==> src/design/zca_pkg.sv <==
package zca_pkg;

   localparam int MaxZonesDefault  = 64;
   localparam int CoordBits        = 12;
   localparam int SumBits          = 20;
   localparam int CountBits        = 12;
   localparam logic [CountBits-1:0] CountMax = 12'd4095;
   localparam logic [5:0] WindowReset = 6'd19;
   localparam logic [6:0] ActiveReset = 7'd64;
   localparam int QueueDepth = 4;

   typedef enum logic [1:0] {
      CMD_SET_ZONE = 2'd0,
      CMD_PIXEL    = 2'd1,
      CMD_END      = 2'd2,
      CMD_NONE     = 2'd3
   } cmd_type;

   localparam logic CSR_WINDOW = 1'b0;
   localparam logic CSR_ACTIVE = 1'b1;

   typedef struct packed {
      logic [1:0]           command;
      logic [5:0]           zone_index;
      logic [CoordBits-1:0] pos_x;
      logic [CoordBits-1:0] pos_y;
      logic [7:0]           red;
      logic [7:0]           green;
      logic [7:0]           blue;
   } req_type;

   typedef struct packed {
      logic [5:0] zone_id;
      logic [7:0] avg_red;
      logic [7:0] avg_green;
      logic [7:0] avg_blue;
      logic       last;
   } rsp_type;

   // Queue status seen by the front end.
   typedef struct packed {
      logic full;
      logic empty;
   } q_status_type;

endpackage

==> src/design/zca_front.sv <==
// Accepts items, drops unused commands, pushes the rest into a short queue.
module zca_front (
   input  logic             clock,
   input  logic             reset,
   input  logic             req_valid,
   output logic             req_stall,
   input  zca_pkg::req_type req_data,
   input  logic             pop,
   output logic             q_valid,
   output zca_pkg::req_type q_data
);
   import zca_pkg::*;

   localparam int PtrBits = $clog2(QueueDepth);

   req_type             mem_ff [QueueDepth];
   logic [PtrBits-1:0]  wr_ff, wr_in, rd_ff, rd_in;
   logic [PtrBits:0]    cnt_ff, cnt_in;
   q_status_type        st;
   logic                take, push;

   assign st.full  = (cnt_ff == (PtrBits+1)'(QueueDepth));
   assign st.empty = (cnt_ff == '0);
   assign req_stall = st.full;
   assign take = req_valid && !st.full;
   assign push = take && (req_data.command != CMD_NONE);
   assign q_valid = !st.empty;
   assign q_data  = mem_ff[rd_ff];

   always_comb begin
      wr_in  = push ? wr_ff + 1'b1 : wr_ff;
      rd_in  = (pop && !st.empty) ? rd_ff + 1'b1 : rd_ff;
      cnt_in = cnt_ff + (push ? 1'b1 : 1'b0) - ((pop && !st.empty) ? 1'b1 : 1'b0);
   end

   always_ff @(posedge clock) begin
      if (reset) begin
         wr_ff  <= '0;
         rd_ff  <= '0;
         cnt_ff <= '0;
      end else begin
         wr_ff  <= wr_in;
         rd_ff  <= rd_in;
         cnt_ff <= cnt_in;
      end
      if (push) mem_ff[wr_ff] <= req_data;
   end
endmodule

==> config.mk <==
export PLATFORM = sky130hd
export DESIGN_NAME = zca_front
export DESIGN_NICKNAME = d
export VERILOG_FILES = /design/src/design/zca_pkg.sv /design/src/design/zca_front.sv
export SDC_FILE = /design/constraint.sdc
export NUM_CORES = 1
export LEC_CHECK = 0
export ABC_AREA = 1
export BUFFER_PORTS_ARGS = -buffer_cell sky130_fd_sc_hd__buf_2
export CAP_MARGIN = 10
export CORE_MARGIN = 4
export CORE_UTILIZATION = 55
export DETAILED_ROUTE_END_ITERATION = 6
export PLACE_DENSITY = 0.83
export SLEW_MARGIN = 15
export SYNTH_ARGS = -nofsm -noshare
export SYNTH_HDL_FRONTEND = slang
export SYNTH_SLANG_ARGS = --single-unit
==> constraint.sdc <==
create_clock -name clock -period 4.5 [get_ports clock]
set_input_delay 0.225 -clock clock [delete_from_list [all_inputs] [get_ports clock]]
set_output_delay 0.225 -clock clock [all_outputs]
set_load 0.01 [all_outputs]
==> Yosys cells after proc, flatten, opt, wreduce, memory -nomap -nowiden <==
Memories as Yosys holds them, arrays and structs flattened. A register that Yosys moved wholly into a read port is not among the register bits.
Cells that the tools add are included.
W data, S select, Z words.
{ "totals": {"register_bits": 7, "latch_bits": 0, "mem_bits_rw": 224, "rom_bits": 0, "in_bits": 60, "out_inout_bits": 58, "elab_cells": 22, "memories": 1} }
{ "op_classes": {"addsub": 4, "n_mul": 0, "n_div": 0, "order_cmp": 0, "eq_ne": 2, "shift": 0, "mux": 6, "n_bitwise": 0, "reduce_logical": 6} }
{ "mem_list": {"columns": ["name", "depth", "width", "rd", "rd_clocked_by_memory_dff", "write_ports", "line_no", "rtl"], "rows": [
  ["mem_ff", 4, 56, 1, 1, 1, "zca_front.sv:16", "req_type mem_ff [QueueDepth];"]
]} }
{ "op_table": {"columns": ["cell", "n"], "rows": [
  ["$add A2 B1 Y2 const B", 2],
  ["$mux W1", 4],
  ["$mux W2", 2],
  ["$add A3 B1 Y3", 1],
  ["$eq A3 B3 Y1 const B", 1],
  ["$logic_and A1 B1 Y1", 3],
  ["$logic_not A3 Y1", 1],
  ["$sub A3 B1 Y3", 1],
  ["$logic_not A1 Y1", 2],
  ["$ne A2 B2 Y1 const B", 1]
]} }

==> Depth between registers and ports, before layout <==
{ "depth": {"ltp_word": 7, "depth_mapped": 10, "ltp_nobuf": 10} }

==> Worst setup path before layout <==
No wires, ideal clock.
{ "synth_timing": {"kind": "register to register", "start": "reg cnt_ff[1]", "end": "mem mem_ff[0][0] in the netlist's numbering (enable)", "setup_ns": 0.470, "arrival_time_ns": 2.985, "required_time_ns": 4.030, "path_slack_ns": 1.045, "stages_incl_launch_ff": 5, "path_buffers": 0, "synth_period_minus_slack_ns": 3.455, "cell_sequence": "dfxtp_1 -> nor2_1 -> nand2_1 -> nand2_1 -> nor2_1"} }
{ "synth_via": {"elab_chain_len": 6} }
{ "synth_lines": {"columns": ["item", "line_no", "rtl"], "rows": [
  ["start, declared", "zca_front.sv:18", "logic [PtrBits:0] cnt_ff, cnt_in;"],
  ["start signal, assigned", "zca_front.sv:44", "cnt_ff <= cnt_in;"],
  ["$eq A3 B3 Y1", "zca_front.sv:22", "assign st.full = (cnt_ff == (PtrBits+1)'(QueueDepth));"],
  ["$logic_not A1 Y1", "zca_front.sv:25", "assign take = req_valid && !st.full;"],
  ["$logic_and A1 B1 Y1", "zca_front.sv:25", null],
  ["$logic_and A1 B1 Y1", "zca_front.sv:26", "assign push = take && (req_data.command != CMD_NONE);"],
  ["$mux W1", "zca_front.sv:46", "if (push) mem_ff[wr_ff] <= req_data;"],
  ["$mux W1 (implied by the code)", "zca_front.sv:46", null],
  ["end, declared", "zca_front.sv:16", null]
]} }
Every way passes these cells.

==> key figures <==
Timing
  • Fin crit period: between 2 and 3 ns
  • Relative slew slack: 0.235
  • Endpoints failing setup: 0
  • Setup TNS: 0 ns
  • Worst-case clock skew: 0.0147 ns
  • Endpoints failing hold: 0
  • Post-route clock period utilization: 0.660
  • RSZ-0062 raised after global routing: no
  • Slew Limit Fails: 0
  • Worst slew pin tran: 1.15 ns
  • Fmax: between 0.3 and 0.4 GHz

Placement
  • Port bufs: 117
  • Dpl cell area: just under 10000 um^2
  • Detailed placer's ending HPWL: between 10 and 15 mm
  • Placer congestion estimate: 0.732

CTS
  • Setup Fix Bufs, Post-CTS: 0
  • Hold Buf Count CTS: 57
  • CTS Buf Count: 22
  • CTS tree: yes
  • Clock Tree Root: clkbuf_16
  • H-tree Lvls: 1
  • Post_cts resized: 0
  • Worst-Skew Late Latency: around 0.51 ns
  • Clock sinks: roughly 230
  • Bufs on Longest Clock Path: 3
  • Worst-path clk slew: approximately 0.060 ns

Routing
  • Routed WL: ~21 mm
  • Via density: between 5 and 6
  • Final antenna-violating net count: 0
  • DRT iter0 DRCs: ~660
  • Initial DRT Pass Iterations: 5
  • DR vias: ~5700
  • Routed len/inst: just over 20 um
  • DRC errors left: 0

Setup path
  • Worst Path Max Fanout: 72
  • CP Cell Sequence: inv_4 > buf_4 > nor2_1 > o22ai_1 > buf_2
  • CP Class: reg -> out
  • CP startpoint kind: flop
  • Max stage delay on crit path: about 0.77 ns
  • Worst path required time: 4.28 ns
  • Crit end category: output pin
  • CP delay by family, top: buffers and inverters
  • Critical path arrival: ~2.7 ns
  • Buffer and inverter count on the worst path: 3
  • CP max-delay cell: inv_4

Floorplanning
  • Core area: 16100 um^2
  • Cell Rows: 46
  • Ports: 118
  • DIE AREA: 18800 um^2
  • Width of the die: approximately 140 um
  • Starting density of the core: 0.570
  • Die Y: roughly 140 um

Pwr
  • Pwr dens: ~540 nW/um^2
  • P_leak: between 3 and 4 nW
  • VDD IR max: 298 uV

Logic synthesis
  • Yosys reg bits: roughly 230
  • Synthesized cell area: 9190 um^2
  • Cells after synthesis: 612
  • Yosys top cell by area: edfxtp_1
  • Synth cell types: 23
  • Sequential area share after synthesis: 0.752
  • Yosys warns: 0
  • Post-synth top area share: 0.732
  • Synth Area per Inst: around 15 um^2
  • Syn Nets: around 680
  • Synth area leaders: edfxtp_1 (73%), o21ai_0 (4.5%), nor2_1 (4.1%)

Global route
  • First-pass GRT wire length: between 30 and 40 mm
  • Initial antenna violation count: 2
  • Grt ovf: 0
  • Vias in the first global route: around 5800
  • Largest net degree at the start of global routing: between 100 and 150
  • GRT Resource Usage Total: 0.221

Cells and area
  • Nets: between 800 and 900
  • Layout cells sized above 1: 0.281
  • Final instance area: between 10000 and 15000 um^2
  • # fillers: approximately 990
  • Finished Core Util: 0.699
  • Commonest cells after routing, fill and taps aside: edfxtp_1 (224), buf_2 (117), nor2_1 (97)
  • Layout area overhead: 22.5%
  • Most common cell after layout, fill and taps aside: edfxtp_1

Outcome
  • Status: finished clean

Job
  • Max-cap viol count: 0

Hold path
  • Worst hold path class: in -> reg
cell type report:
class                   count  area, um^2  share of cell area
repair buffers            183        1250               0.111
clock inverters            15         215              0.0191
flip-flops and latches    233        6910               0.614
inverters                  20        77.6             0.00689
clock buffers              24         558              0.0496
well taps                 216         270              0.0240
multi-input cells         323        1970               0.175
diodes                      2        5.00            0.000444
final timing paths:
kind              from  cells after the start            end  slack, ns
max               flop                      5     q_data[36]       1.53
min                pop                      3           flop       0.05
max reg2reg  cnt_ff[1]                      5  mem_ff[0][51]       2.17
min reg2reg   rd_ff[1]                      2           flop       0.52
routing by layer:
layer  GRT usage  part of all wire
met1       0.275              0.38
met3      0.0369             0.072
met5           0                 0
met4      0.0698             0.021
met2       0.397              0.53
power by group:
part	total [mW]	leakage (nW)	switching [mW]	internal, mW
logic	1.46	1.48	0.957	0.500
clock network	1.99	0.368	0.797	1.19
registers	2.62	2.12	0.0552	2.57
per-stage QoR:
stage / total power, mW / cells / worst slack [ns] / hold slack, ns
finish: 6.06 / 1016 / 1.53 / 0.0509
global route: 6.30 / 1016 / 1.42 / 0.0581
CTS: 6.05 / 1014 / 1.57 / 0.0314
detailed placement: 4.06 / 918 / 1.90 / 0.439
global placement: 4.00 / 918 / 2.00 / 0.434
floorplan: 3.62 / 612 / 1.05 / 0.296
cell usage after synthesis:
cell type and count:
a21oi_1 2, buf_12 4, buf_2 10, buf_4 1
buf_6 6, clkbuf_1 15, dfxtp_1 9, edfxtp_1 224
fa_1 1, ha_1 6, inv_1 18, inv_2 1
inv_4 1, nand2_1 16, nand3_1 2, nor2_1 101
nor2_4 26, o21ai_0 82, o21ai_1 26, o21ai_2 4
o22ai_1 30, o22ai_2 26, xor2_1 1
registers in the layout, summed over array words and instances, names as in the netlist, named ones only:
register,cells
cnt_ff,3
mem_ff,224
wr_ff,2
rd_ff,2
tightest hold or removal path, delay by kind of cell:
family                 cells  cell delay [ns]
and+or+nand+nor            1             0.08
buffers and inverters      1             0.11
AOI/OAI and AO/OA          1             0.08
logic make-up (layout without fill, tap and decap cells):
kind of cell    count (synthesis)  count (layout)  share of synthesized area
simple gates                  145             145                     0.0807
fa+ha+maj                       7               7                     0.0103
compound gates                170             170                      0.120
other cells                     0               2                          0
flops                         233             233                      0.752
buf+inv                        56             242                     0.0369
xor+xnor                        1               1                   0.000953
Note: power is estimated with default switching activity, not from simulation.
